**config.mk**
```make
export PLATFORM = sky130hd
export DESIGN_NAME = ordered_software_timer_table_core
export DESIGN_NICKNAME = d
export VERILOG_FILES = /design/src/ostt_pkg.sv /design/src/ostt_cell.sv /design/src/ostt_eval.sv /design/src/ordered_software_timer_table_core.sv
export VERILOG_INCLUDE_DIRS = /design/src /design/src/src
export SDC_FILE = /design/constraint.sdc
export NUM_CORES = 2
export LEC_CHECK = 0
export BUFFER_PORTS_ARGS = -buffer_cell sky130_fd_sc_hd__buf_2
export CAP_MARGIN = 20
export CORE_MARGIN = 10
export CORE_UTILIZATION = 57
export DETAILED_ROUTE_END_ITERATION = 12
export GPL_ROUTABILITY_DRIVEN = 0
export PLACE_DENSITY = 0.8
export SYNTH_ARGS = -nofsm -noshare
export SYNTH_HDL_FRONTEND = slang
export SYNTH_SLANG_ARGS = --single-unit
```
**constraint.sdc**
```tcl
create_clock -name clock -period 9.6 [get_ports clock]
set_clock_uncertainty 0.2 [all_clocks]
set_input_delay 1.92 -clock clock [delete_from_list [all_inputs] [get_ports clock]]
set_output_delay 1.92 -clock clock [all_outputs]
set_load 0.1 [all_outputs]
```
**src/ordered_software_timer_table_core_assert.svh**
```systemverilog
// Assertion macros for the timer table core.
// OSTT_ASSERT is disabled while reset is high; OSTT_ASSERT_NR checks in every cycle.
`ifndef ORDERED_SOFTWARE_TIMER_TABLE_CORE_ASSERT_SVH
`define ORDERED_SOFTWARE_TIMER_TABLE_CORE_ASSERT_SVH
`ifndef SYNTH
`define OSTT_ASSERT(lbl, clk, rst, prop, msg) \
   lbl: assert property (@(posedge clk) disable iff (rst) prop) else $error(msg);
`define OSTT_ASSERT_NR(lbl, clk, prop, msg) \
   lbl: assert property (@(posedge clk) prop) else $error(msg);
`else
`define OSTT_ASSERT(lbl, clk, rst, prop, msg)
`define OSTT_ASSERT_NR(lbl, clk, prop, msg)
`endif
`endif

```
**src/ostt_pkg.sv**
```systemverilog
`default_nettype none
package ostt_pkg;

   // field widths
   localparam int TAG_W    = 8;
   localparam int PERIOD_W = 32;
   localparam int DELTA_W  = 16;
   localparam int COUNT_W  = 16;
   localparam int MODE_W   = 2;
   localparam int KIND_W   = 2;
   localparam int POS_W    = 4;

   // request operations
   localparam logic OP_TICK = 1'b0;
   localparam logic OP_ADD  = 1'b1;

   // repeat modes; once and the spare code both behave as a single shot
   localparam logic [MODE_W-1:0] MODE_LOOP    = 2'd1;
   localparam logic [MODE_W-1:0] MODE_COUNTED = 2'd2;

   // response kinds
   localparam logic [KIND_W-1:0] KIND_FIRED = 2'd0;
   localparam logic [KIND_W-1:0] KIND_ADDED = 2'd1;
   localparam logic [KIND_W-1:0] KIND_FULL  = 2'd2;

   typedef struct packed {
      logic                operation;
      logic [DELTA_W-1:0]  delta_ms;
      logic [PERIOD_W-1:0] period_ms;
      logic [MODE_W-1:0]   repeat_mode;
      logic [COUNT_W-1:0]  repeat_count;
      logic [TAG_W-1:0]    action_tag;
   } req_type;

   typedef struct packed {
      logic [KIND_W-1:0] kind;
      logic [TAG_W-1:0]  fired_tag;
      logic [POS_W-1:0]  position;
      logic              last;
   } rsp_type;

   // one timer entry as held in a cell
   typedef struct packed {
      logic                valid;
      logic [PERIOD_W-1:0] period;
      logic [PERIOD_W-1:0] elapsed;
      logic                loops;
      logic [COUNT_W-1:0]  remaining;
      logic [TAG_W-1:0]    tag;
   } entry_type;

   // controls broadcast to every cell
   typedef struct packed {
      logic shift;
      logic compact;
      logic add;
   } cell_ctrl_type;

endpackage
`default_nettype wire

```
**src/ostt_cell.sv**
```systemverilog
`default_nettype none
module ostt_cell (
   input  wire                     clock,
   input  wire                     reset,
   input  ostt_pkg::cell_ctrl_type ctrl,
   input  ostt_pkg::entry_type     up_entry,
   input  ostt_pkg::entry_type     new_entry,
   input  wire                     hole_below_in,
   output ostt_pkg::entry_type     entry_out,
   output logic                    hole_out,
   output logic                    misplaced
);
   import ostt_pkg::*;

   entry_type entry_ff;
   entry_type entry_in;
   logic      hole_here;

   // a hole at or below this cell pulls the upper neighbour down
   assign hole_here = hole_below_in | ~entry_ff.valid;

   // next entry: rotate, close a hole, or take a new timer as first free cell
   always_comb begin
      entry_in = entry_ff;
      priority if (ctrl.shift) begin
         entry_in = up_entry;
      end else if (ctrl.compact && hole_here) begin
         entry_in = up_entry;
      end else if (ctrl.add && !entry_ff.valid && !hole_below_in) begin
         entry_in = new_entry;
      end
   end

   // only the valid flag is cleared; timer fields are don't-care until loaded
   always_ff @(posedge clock) begin
      if (reset) begin
         entry_ff.valid <= 1'b0;
      end else begin
         entry_ff <= entry_in;
      end
   end

   assign entry_out = entry_ff;
   assign hole_out  = hole_here;
   assign misplaced = entry_ff.valid & hole_below_in;

endmodule
`default_nettype wire

```
**src/ostt_eval.sv**
```systemverilog
`default_nettype none
module ostt_eval (
   input  ostt_pkg::entry_type             head,
   input  wire [ostt_pkg::DELTA_W-1:0]     delta,
   output ostt_pkg::entry_type             result,
   output logic                            fire
);
   import ostt_pkg::*;

   logic [PERIOD_W:0]   sum;
   logic [PERIOD_W-1:0] elapsed_sat;
   logic                due;
   logic                keep;

   // saturating elapsed update and period compare
   assign sum         = {1'b0, head.elapsed} + {{(PERIOD_W - DELTA_W + 1){1'b0}}, delta};
   assign elapsed_sat = sum[PERIOD_W] ? {PERIOD_W{1'b1}} : sum[PERIOD_W-1:0];
   assign due         = elapsed_sat >= head.period;

   // fired timers restart; non-looping ones use up one repeat
   always_comb begin
      result         = head;
      keep           = 1'b1;
      result.elapsed = due ? '0 : elapsed_sat;
      if (due && !head.loops) begin
         if (head.remaining <= COUNT_W'(1)) begin
            result.remaining = '0;
            keep             = 1'b0;
         end else begin
            result.remaining = head.remaining - COUNT_W'(1);
         end
      end
      result.valid = head.valid & keep;
   end

   assign fire = head.valid & due;

endmodule
`default_nettype wire

```
**src/ordered_software_timer_table_core.sv**
```systemverilog
// Ordered timer table. Timers sit in a row of SLOTS cells in the order they
// were added. On an add request the first free cell loads the timer and the
// response reports its position, or a full-table rejection. A tick request,
// once accepted, rotates the whole row once through a single head evaluator,
// one cell per cycle unless a second fire meets a blocked response register,
// then releases the final fired response and closes the gaps left by removed
// timers before it returns to idle. Fired responses leave in table order; the
// last one of a tick carries last. A tick that fires nothing gives no
// response. Requests are taken only when the block is idle and the response
// register is free or draining.
`default_nettype none
`include "ordered_software_timer_table_core_assert.svh"
module ordered_software_timer_table_core #(
   parameter int SLOTS = 16
) (
   input  wire               clock,
   input  wire               reset,
   input  wire               req_valid,
   output logic              req_stall,
   input  ostt_pkg::req_type req_data,
   output logic              rsp_valid,
   input  wire               rsp_stall,
   output ostt_pkg::rsp_type rsp_data
);
   import ostt_pkg::*;

   localparam int STEP_W = (SLOTS > 1) ? $clog2(SLOTS) : 1;
   localparam int CNT_W  = $clog2(SLOTS + 1);

   localparam logic [1:0] ST_IDLE    = 2'd0;
   localparam logic [1:0] ST_ROT     = 2'd1;
   localparam logic [1:0] ST_FLUSH   = 2'd2;
   localparam logic [1:0] ST_COMPACT = 2'd3;

   logic [1:0]          state_ff, state_in;
   logic [STEP_W-1:0]   step_ff, step_in;
   logic [CNT_W-1:0]    count_ff, count_in;
   logic [CNT_W-1:0]    keep_ff, keep_in;
   logic [DELTA_W-1:0]  delta_ff, delta_in;
   logic                pend_valid_ff, pend_valid_in;
   logic [TAG_W-1:0]    pend_tag_ff, pend_tag_in;
   logic [POS_W-1:0]    pend_pos_ff, pend_pos_in;
   logic                rsp_valid_ff, rsp_valid_in;
   rsp_type             rsp_data_ff, rsp_data_in;

   entry_type           ent [SLOTS];
   logic [SLOTS-1:0]    hole_vec;
   logic [SLOTS-1:0]    misplaced_vec;
   logic [SLOTS-1:0]    valid_vec;
   entry_type           tail_entry;
   entry_type           eval_entry;
   entry_type           new_entry;
   logic                eval_fire;
   cell_ctrl_type       ctrl;

   logic                out_free;
   logic                req_accept;
   logic                table_full;
   logic                any_misplaced;
   logic                advance;
   logic [31:0]         count_wide;
   logic [31:0]         step_wide;

   // handshake
   assign out_free   = ~rsp_valid_ff | ~rsp_stall;
   assign req_stall  = ~((state_ff == ST_IDLE) & out_free);
   assign req_accept = req_valid & ~req_stall;

   // table status from the hole chain
   assign table_full    = ~hole_vec[SLOTS-1];
   assign any_misplaced = |misplaced_vec;

   assign count_wide = 32'(count_ff);
   assign step_wide  = 32'(step_ff);

   // new timer built from the request
   always_comb begin
      new_entry         = '0;
      new_entry.valid   = 1'b1;
      new_entry.period  = req_data.period_ms;
      new_entry.elapsed = '0;
      new_entry.tag     = req_data.action_tag;
      new_entry.loops   = (req_data.repeat_mode == MODE_LOOP);
      if (req_data.repeat_mode == MODE_LOOP) begin
         new_entry.remaining = '0;
      end else if (req_data.repeat_mode == MODE_COUNTED && req_data.repeat_count != '0) begin
         new_entry.remaining = req_data.repeat_count;
      end else begin
         new_entry.remaining = COUNT_W'(1);
      end
   end

   // head evaluator sees cell 0
   ostt_eval u_eval (
      .head   (ent[0]),
      .delta  (delta_ff),
      .result (eval_entry),
      .fire   (eval_fire)
   );

   // rotation stalls only when a second fire meets a blocked response register
   assign advance = (state_ff == ST_ROT) & ~(eval_fire & pend_valid_ff & ~out_free);

   always_comb begin
      tail_entry = eval_entry;
      if (state_ff != ST_ROT) begin
         tail_entry.valid = 1'b0;
      end
   end

   assign ctrl.shift   = advance;
   assign ctrl.compact = (state_ff == ST_COMPACT) & any_misplaced;
   assign ctrl.add     = req_accept & (req_data.operation == OP_ADD) & ~table_full;

   // row of cells; cell 0 is the head, the last cell takes the evaluated entry
   for (genvar i = 0; i < SLOTS; i++) begin : g_cell
      entry_type up_entry;
      logic      hole_below;
      if (i == SLOTS - 1) begin : g_top
         assign up_entry = tail_entry;
      end else begin : g_mid
         assign up_entry = ent[i+1];
      end
      if (i == 0) begin : g_first
         assign hole_below = 1'b0;
      end else begin : g_rest
         assign hole_below = hole_vec[i-1];
      end
      ostt_cell u_cell (
         .clock         (clock),
         .reset         (reset),
         .ctrl          (ctrl),
         .up_entry      (up_entry),
         .new_entry     (new_entry),
         .hole_below_in (hole_below),
         .entry_out     (ent[i]),
         .hole_out      (hole_vec[i]),
         .misplaced     (misplaced_vec[i])
      );
      assign valid_vec[i] = ent[i].valid;
   end

   // sequencer, pending fire and response register
   always_comb begin
      state_in      = state_ff;
      step_in       = step_ff;
      count_in      = count_ff;
      keep_in       = keep_ff;
      delta_in      = delta_ff;
      pend_valid_in = pend_valid_ff;
      pend_tag_in   = pend_tag_ff;
      pend_pos_in   = pend_pos_ff;
      rsp_valid_in  = rsp_valid_ff & rsp_stall;
      rsp_data_in   = rsp_data_ff;
      unique case (state_ff)
         ST_IDLE: begin
            if (req_accept) begin
               if (req_data.operation == OP_ADD) begin
                  rsp_valid_in          = 1'b1;
                  rsp_data_in.fired_tag = req_data.action_tag;
                  rsp_data_in.last      = 1'b1;
                  if (table_full) begin
                     rsp_data_in.kind     = KIND_FULL;
                     rsp_data_in.position = '0;
                  end else begin
                     rsp_data_in.kind     = KIND_ADDED;
                     rsp_data_in.position = count_wide[POS_W-1:0];
                     count_in             = count_ff + CNT_W'(1);
                  end
               end else begin
                  delta_in      = req_data.delta_ms;
                  step_in       = '0;
                  keep_in       = '0;
                  pend_valid_in = 1'b0;
                  state_in      = ST_ROT;
               end
            end
         end
         ST_ROT: begin
            if (advance) begin
               if (eval_entry.valid) begin
                  keep_in = keep_ff + CNT_W'(1);
               end
               if (eval_fire) begin
                  // release the older fire, hold the new one until we know it is not last
                  if (pend_valid_ff) begin
                     rsp_valid_in          = 1'b1;
                     rsp_data_in.kind      = KIND_FIRED;
                     rsp_data_in.fired_tag = pend_tag_ff;
                     rsp_data_in.position  = pend_pos_ff;
                     rsp_data_in.last      = 1'b0;
                  end
                  pend_valid_in = 1'b1;
                  pend_tag_in   = ent[0].tag;
                  pend_pos_in   = step_wide[POS_W-1:0];
               end
               if (step_ff == STEP_W'(SLOTS - 1)) begin
                  state_in = ST_FLUSH;
               end else begin
                  step_in = step_ff + STEP_W'(1);
               end
            end
         end
         ST_FLUSH: begin
            if (!pend_valid_ff || out_free) begin
               if (pend_valid_ff) begin
                  rsp_valid_in          = 1'b1;
                  rsp_data_in.kind      = KIND_FIRED;
                  rsp_data_in.fired_tag = pend_tag_ff;
                  rsp_data_in.position  = pend_pos_ff;
                  rsp_data_in.last      = 1'b1;
               end
               pend_valid_in = 1'b0;
               count_in      = keep_ff;
               state_in      = ST_COMPACT;
            end
         end
         ST_COMPACT: begin
            if (!any_misplaced) begin
               state_in = ST_IDLE;
            end
         end
         default: begin
            state_in = ST_IDLE;
         end
      endcase
   end

   always_ff @(posedge clock) begin
      if (reset) begin
         state_ff      <= ST_IDLE;
         count_ff      <= '0;
         pend_valid_ff <= 1'b0;
         rsp_valid_ff  <= 1'b0;
      end else begin
         state_ff      <= state_in;
         count_ff      <= count_in;
         pend_valid_ff <= pend_valid_in;
         rsp_valid_ff  <= rsp_valid_in;
      end
      step_ff     <= step_in;
      keep_ff     <= keep_in;
      delta_ff    <= delta_in;
      pend_tag_ff <= pend_tag_in;
      pend_pos_ff <= pend_pos_in;
      rsp_data_ff <= rsp_data_in;
   end

   assign rsp_valid = rsp_valid_ff;
   assign rsp_data  = rsp_data_ff;

   // checks
   `OSTT_ASSERT_NR(a_reset_idle, clock, reset |=> (state_ff == ST_IDLE) && !rsp_valid_ff, "reset does not leave the block idle")
   `OSTT_ASSERT(a_idle_compact, clock, reset, (state_ff == ST_IDLE) |-> !any_misplaced, "table has a gap while idle")
   `OSTT_ASSERT(a_idle_count, clock, reset, (state_ff == ST_IDLE) |-> ($countones(valid_vec) == int'(count_ff)), "entry count disagrees with valid cells")
   `OSTT_ASSERT(a_hold_on_block, clock, reset, (state_ff == ST_ROT) && eval_fire && pend_valid_ff && !out_free |=> $stable(step_ff) && pend_valid_ff, "rotation moved while a fire was blocked")

endmodule
`default_nettype wire

```
# [Yosys cells after proc, flatten, opt, wreduce, memory -nomap -nowiden]
# Index checks and enable logic that the tools add are counted.
[word_totals] wordCells=431 input_bits=79 out_inout_bits=17 reg_bits=1501
[classes] n_reduce_logical=128 n_addsub=5 n_eq_ne=20 bitwise=65 mux=102 n_lt_le_gt_ge=2
[op_table] op="two-way mux 90 bit" n=48
[op_table] op="two-way mux 15 bit" n=7
[op_table] op="two-way mux 16 bit" n=4
[op_table] op="two-way mux 32 bit" n=2
[op_table] op="nonzero test 3 bit" n=17
[op_table] op="logical AND 1 bit" n=49
[op_table] op="case mux 15 bit (3 select lines)" n=1
[op_table] op="two-way mux 5 bit" n=8
[op_table] op="adder 32 x 16 -> 33 bit" n=1
[op_table] op="greater-or-equal comparator 32 bit" n=1
[op_table] op="logical NOT 1 bit" n=32
[op_table] op="AND reduction 2 bit" n=16
[op_table] op="AND 1 bit" n=26
[op_table] op="inverter 1 bit" n=23
[op_table] op="!= test 2 bit (second input constant)" n=11
[op_table] op="two-way mux 4 bit" n=5
[op_table] op="case mux 5 bit (2 select lines)" n=2
[op_table] op="<= comparator 16 x 1 -> 1 bit (second input constant)" n=1
[op_table] op="OR 1 bit" n=16
[op_table] op="nonzero test 16 bit" n=1
[op_table] op="subtractor 16 x 1 -> 16 bit (second input constant)" n=1
[op_table] op="AND reduction 5 bit" n=3
[op_table] op="OR reduction 15 bit" n=1
[op_table] op="two-way mux 1 bit" n=14
[op_table] op="other kinds (16)" n=32

# [Logic depth before layout (Yosys ltp)]
[depth] ltp_word=22 mapped_depth=22 depth_no_buf=17

# [Cells and area by module]
# From an unflattened synthesis, not the netlist that was laid out.
[hier_totals] cells_unflattened=3885 area_unflattened_um2=68012.7
[modules_own_cells] mod="ostt_cell" seq_area_each_um2=2692.6 instances=16 area_per_inst_um2=3871.2 cells_each=197
[modules_own_cells] mod="ostt_eval" seq_area_each_um2=0.0 instances=1 area_per_inst_um2=3305.7 cells_each=503
[modules_own_cells] mod="ordered_software_timer_table_core" seq_area_each_um2=1691.6 instances=1 area_per_inst_um2=2767.7 cells_each=230

# [Least setup slack after synthesis]
# OpenSTA, ideal clock, no wires.
[synth_path] path_kind="reg-to-reg" startpoint="register delta_ff[0]" endpoint="register g_cell[15].u_cell.entry_ff, in the netlist g_cell[15].u_cell.entry_out[0], enable pin" path_slack_ns=-0.130 synth_period_minus_slack_ns=9.730 path_stages_with_launch=23 setup_time_ns=0.566 required_time_ns=8.834 arrival_ns=8.965 cell_sequence="edfxtp_1 ha_1 fa_1 a211oi_1 o211ai_1 nand3_1 a21oi_1 o21ai_1 clkbuf_1 clkbuf_1 nand2_1 ha_1 a21oi_1 a21boi_0 o221ai_1 and2_1 buf_2 o221a_2 buf_4 nor2_4 buf_2 buf_4 a21oi_1"
[synth_via] elab_chain_len=10
[synth_rtl] element="start, declared" line="ordered_software_timer_table_core.sv:39" rtl="logic [DELTA_W-1:0] delta_ff, delta_in;"
[synth_rtl] element="start signal, assigned" line="ordered_software_timer_table_core.sv:243" rtl="delta_ff <= delta_in;"
[synth_rtl] element="adder 32 x 16 -> 33 bit" line="ostt_eval.sv:16" rtl="assign sum = {1'b0, head.elapsed} + {{(PERIOD_W - DELTA_W + 1){1'b0}}, delta};"
[synth_rtl] element="two-way mux 32 bit" line="ostt_eval.sv:17" rtl="assign elapsed_sat = sum[PERIOD_W] ? {PERIOD_W{1'b1}} : sum[PERIOD_W-1:0];"
[synth_rtl] element="greater-or-equal comparator 32 bit" line="ostt_eval.sv:18" rtl="assign due = elapsed_sat >= head.period;"
[synth_rtl] element="AND 1 bit" line="ostt_eval.sv:36" rtl="assign fire = head.valid & due;"
[synth_rtl] element="AND 1 bit (2 in series)" line="ordered_software_timer_table_core.sv:102" rtl="assign advance = (state_ff == ST_ROT) & ~(eval_fire & pend_valid_ff & ~out_free);"
[synth_rtl] element="inverter 1 bit" line="ordered_software_timer_table_core.sv:102"
[synth_rtl] element="AND 1 bit" line="ordered_software_timer_table_core.sv:102"
[synth_rtl] element="nonzero test 3 bit (no source line)"
[synth_rtl] element="AND reduction 2 bit (no source line)"
[synth_rtl] element="end signal, assigned" line="ostt_cell.sv:39" rtl="entry_ff <= entry_in;"
[synth_rtl] element="end, declared" line="ostt_cell.sv:15" rtl="entry_type entry_ff;"
# No other way between the ends.
# A chain may end at the register's enable or synchronous reset.

# [Final worst setup path]
[layout_path] startpoint="register delta_ff[8]" endpoint="register g_cell[2].u_cell.entry_ff, in the netlist g_cell[2].u_cell.entry_out[59], enable pin"
[layout_via] elab_chain_len=10
[layout_rtl] element="adder 32 x 16 -> 33 bit" line="ostt_eval.sv:16"
[layout_rtl] element="two-way mux 32 bit" line="ostt_eval.sv:17"
[layout_rtl] element="greater-or-equal comparator 32 bit" line="ostt_eval.sv:18"
[layout_rtl] element="AND 1 bit" line="ostt_eval.sv:36"
[layout_rtl] element="AND 1 bit (2 in series)" line="ordered_software_timer_table_core.sv:102"
[layout_rtl] element="inverter 1 bit" line="ordered_software_timer_table_core.sv:102"
[layout_rtl] element="AND 1 bit" line="ordered_software_timer_table_core.sv:102"
[layout_rtl] element="nonzero test 3 bit (no source line)"
[layout_rtl] element="AND reduction 2 bit (no source line)"
[layout_rtl] element="end signal, assigned" line="ostt_cell.sv:39"
[layout_rtl] element="end, declared" line="ostt_cell.sv:15"
# No other way between the ends.

==> results.json <==
{
  "status": "finished clean",
  "synth_ff_type": "edfxtp_1",
  "clk_latency_ns": 0.76,
  "use_met2": 0.352,
  "track_usage": 0.222,
  "yosysMostFrequentCell": "edfxtp_1",
  "cts_buffers": 148,
  "place_hpwl_mm": 83.4,
  "grt_util_met1": 0.309,
  "route.final.wire_length_mm": 142,
  "reg2reg_slack_ns": 1.54,
  "tightest_slew_ns": 1.31,
  "htreeDepth": 4,
  "p_comb_frac": 0.305,
  "synth-seq-cells": 1499,
  "synthTopCellsByCount": "edfxtp_1 (1475), mux2_2 (723), and2_1 (492)",
  "initial_core_util": 0.576,
  "ys_types": 76,
  "ctsResizeCount": 0,
  "slew_headroom": 0.130,
  "grt_pass1_vias": 34469,
  "leakagePower_nw": 24.1,
  "root_buffer": "clkbuf_16",
  "yosysSeqAreaShare": 0.701,
  "hold_buffers": 0,
  "p_int_mw": 15.0,
  "post_cts_buffers": 0,
  "worstPathRequired_ns": 9.79,
  "drt_first_pass_iters": 6,
  "synth_top_area_cell": "edfxtp_1",
  "area_growth_pct": 10.6,
  "ir_worst_vdd_v": 0.000328,
  "hp-class": "flop to flop",
  "hold_slack_ns": 0.302,
  "yosys-top-cells-area": "edfxtp_1 (69%), mux2_2 (13%), and2_1 (4.8%)",
  "ant_nets": 0,
  "grt_use_met3": 0.0497,
  "fmax_mhz": 124,
  "port_buffers": 95,
  "r2r_start": "delta_ff[8]$_DFFE_PP_",
  "syn_area_sq_um": 63900,
  "arrival_ns": 8.25,
  "finalCriticalPeriod_ns": 8.06,
  "nFillCells": 7508,
  "whs_path_depth": 0,
  "clock_sinks": 1499,
  "switching_share": 0.321,
  "cts.clk_slew.worst_paths_ns": 0.06,
  "die_h_um": 355,
  "wl_per_cell_um": 25.1,
  "cp-end-kind": "flop",
  "syn_inst": 3965,
  "top_usage_layer": "met2",
  "place_area_sq_um": 65900,
  "nets": 4164,
  "first_iter_violations": 4072,
  "multi_input_area_sq_um": 17800,
  "syn_nets": 4105,
  "ys_warn_count": 0,
  "async_flop_share": 0,
  "power.switching_mw": 7.09,
  "dieArea_sq_um": 126000,
  "finalSetupViolations": 0,
  "vias": 34389,
  "vias_per_cell": 6.10,
  "num_rows": 122,
  "clkPwrFrac": 0.252,
  "ios": 96,
  "grt_max_degree": 90,
  "clockBufferDepth": 3,
  "grt_overflow_total": 0,
  "synth_edf_count": 1475,
  "reg2regPathDepth": 18,
  "seqPwrFrac": 0.443,
  "maxCapViolations": 0,
  "seqCellArea_sq_um": 44800,
  "fin_area_sq_um": 70600,
  "netlist.area_leader.share": 0.693,
  "drv_slew": 0,
  "r2r_end": "g_cell[2].u_cell.entry_out[59]$_DFFE_PP_",
  "rsz0062_at_grt": "false",
  "cts_tree": "yes",
  "antenna_found_initial": 9,
  "die_width_um": 355,
  "drcViolationCount": 0,
  "grt_pass1_wl_mm": 215,
  "core_sq_um": 111000,
  "crit_fanout": 45,
  "powerDensity_nw_per_um2": 313,
  "finalHoldViolations": 0,
  "hold_path_startpoint": "step_ff[1]$_SDFFCE_PN0P_",
  "power_mw": 22.1,
  "hold_end": "pend_pos_ff[1]$_DFFE_PP_",
  "critPathLaunchType": "flop",
  "path_class": "flop to flop",
  "syn_area_per_cell_sq_um": 16.1,
  "drive_gt1_frac": 0.284,
  "period_share": 0.839
}
[sequential cells by signal, indices dropped and copies added (netlist names)]
signal	count
pend_pos_ff	4
keep_ff	4
delta_ff	16
g_cell.u_cell.entry_out	1440
pend_tag_ff	8
count_ff	4
rsp_valid	1
state_ff	2
rsp_data	15
pend_valid_ff	1
step_ff	4
[logic make-up (layout without fill, tap and decap cells)]
family | after synthesis | in the layout | synth area share
buffers and inverters | 355 | 531 | 0.0252
AND/OR/NAND/NOR | 818 | 818 | 0.0742
multiplexers | 819 | 819 | 0.145
XOR/XNOR | 32 | 32 | 0.00439
adder cells (fa/ha/maj) | 61 | 61 | 0.0121
AO/OA/AOI/OAI | 381 | 381 | 0.0382
other | 0 | 10 | 0
flip-flops | 1499 | 1499 | 0.701
[layout by cell type (no fill, tap or decap), types with 70 or more instances in the layout]
master | netlist | final
o21ai_0 | 141 | 141
clkbuf_16 | 0 | 153
inv_1 | 97 | 97
mux2_2 | 723 | 723
nand2_1 | 76 | 70
edfxtp_1 | 1475 | 1475
mux2_1 | 72 | 72
nand3_1 | 73 | 73
and2_1 | 492 | 492
buf_2 | 63 | 95
[power by group through the flow]
| stage | combinational [mW] | sequential [mW] | clock, mW |
|---|---|---|---|
| finish | 6.74 | 9.77 | 5.57 |
| floorplan | 4.61 | 10.1 | 0 |
| global placement | 6.41 | 9.85 | 0 |
| global route | 7.17 | 9.87 | 5.90 |
| detailed placement | 6.60 | 9.88 | 0 |
| CTS | 6.67 | 9.77 | 5.64 |
[area by class of cell]
class,instances,area share
clock inverter,89,0.00930
inverter,98,0.00521
sequential,1499,0.634
tap,1488,0.0264
antenna,10,0.000354
multi-input combinational,2111,0.253
clock buffer,178,0.0559
timing repair buffer,166,0.0165
[layer usage]
metal  wire length, um  share of wire
met3             13700          0.096
met5                55        0.00039
met4              3360          0.024
met2             66600           0.47
met1             58000           0.41
[critical path, cell delays in order, from the launching register on]
cell and delay (ns):
edfxtp_1 0.38, ha_1 0.39, a21o_1 0.24, a211oi_1 0.37, o32ai_1 0.15, a311oi_1 0.89, nor2b_1 0.29, a41oi_1 0.35
a31oi_1 0.08, ha_1 0.32, nand2_1 0.09, nor4_2 0.30, o211ai_1 0.42, or2_2 0.48, o221ai_4 0.84, o21a_1 0.84
a21oi_4 0.07, buf_4 0.39, buf_4 0.49
[per-stage QoR]
step                      setup WS, ns   util  std cells  TNS [ns]
after CTS                         1.76  0.635       5621         0
after detailed placement          1.80  0.594       5354         0
after global placement            2.00  0.593       5351         0
final                             1.54  0.637       5639         0
after global routing              1.24  0.636       5629         0
after floorplan                 -0.130      -       3965    -23.21
[how the worst max path moves through the flow]
stage               cells after the start                   from                                       end  slack, ns
floorplan                              22  delta_ff[0]$_DFFE_PP_  g_cell[15].u_cell.entry_out[0]$_DFFE_PP_      -0.13
global placement                       18  delta_ff[1]$_DFFE_PP_  g_cell[2].u_cell.entry_out[59]$_DFFE_PP_       2.00
detailed placement                     18  delta_ff[8]$_DFFE_PP_   g_cell[2].u_cell.entry_out[6]$_DFFE_PP_       1.80
CTS                                    18  delta_ff[8]$_DFFE_PP_  g_cell[2].u_cell.entry_out[59]$_DFFE_PP_       1.76
global route                           18  delta_ff[8]$_DFFE_PP_   g_cell[2].u_cell.entry_out[4]$_DFFE_PP_       1.24
finish                                 18  delta_ff[8]$_DFFE_PP_  g_cell[2].u_cell.entry_out[59]$_DFFE_PP_       1.54
Note: power is estimated with default switching activity, not from simulation.
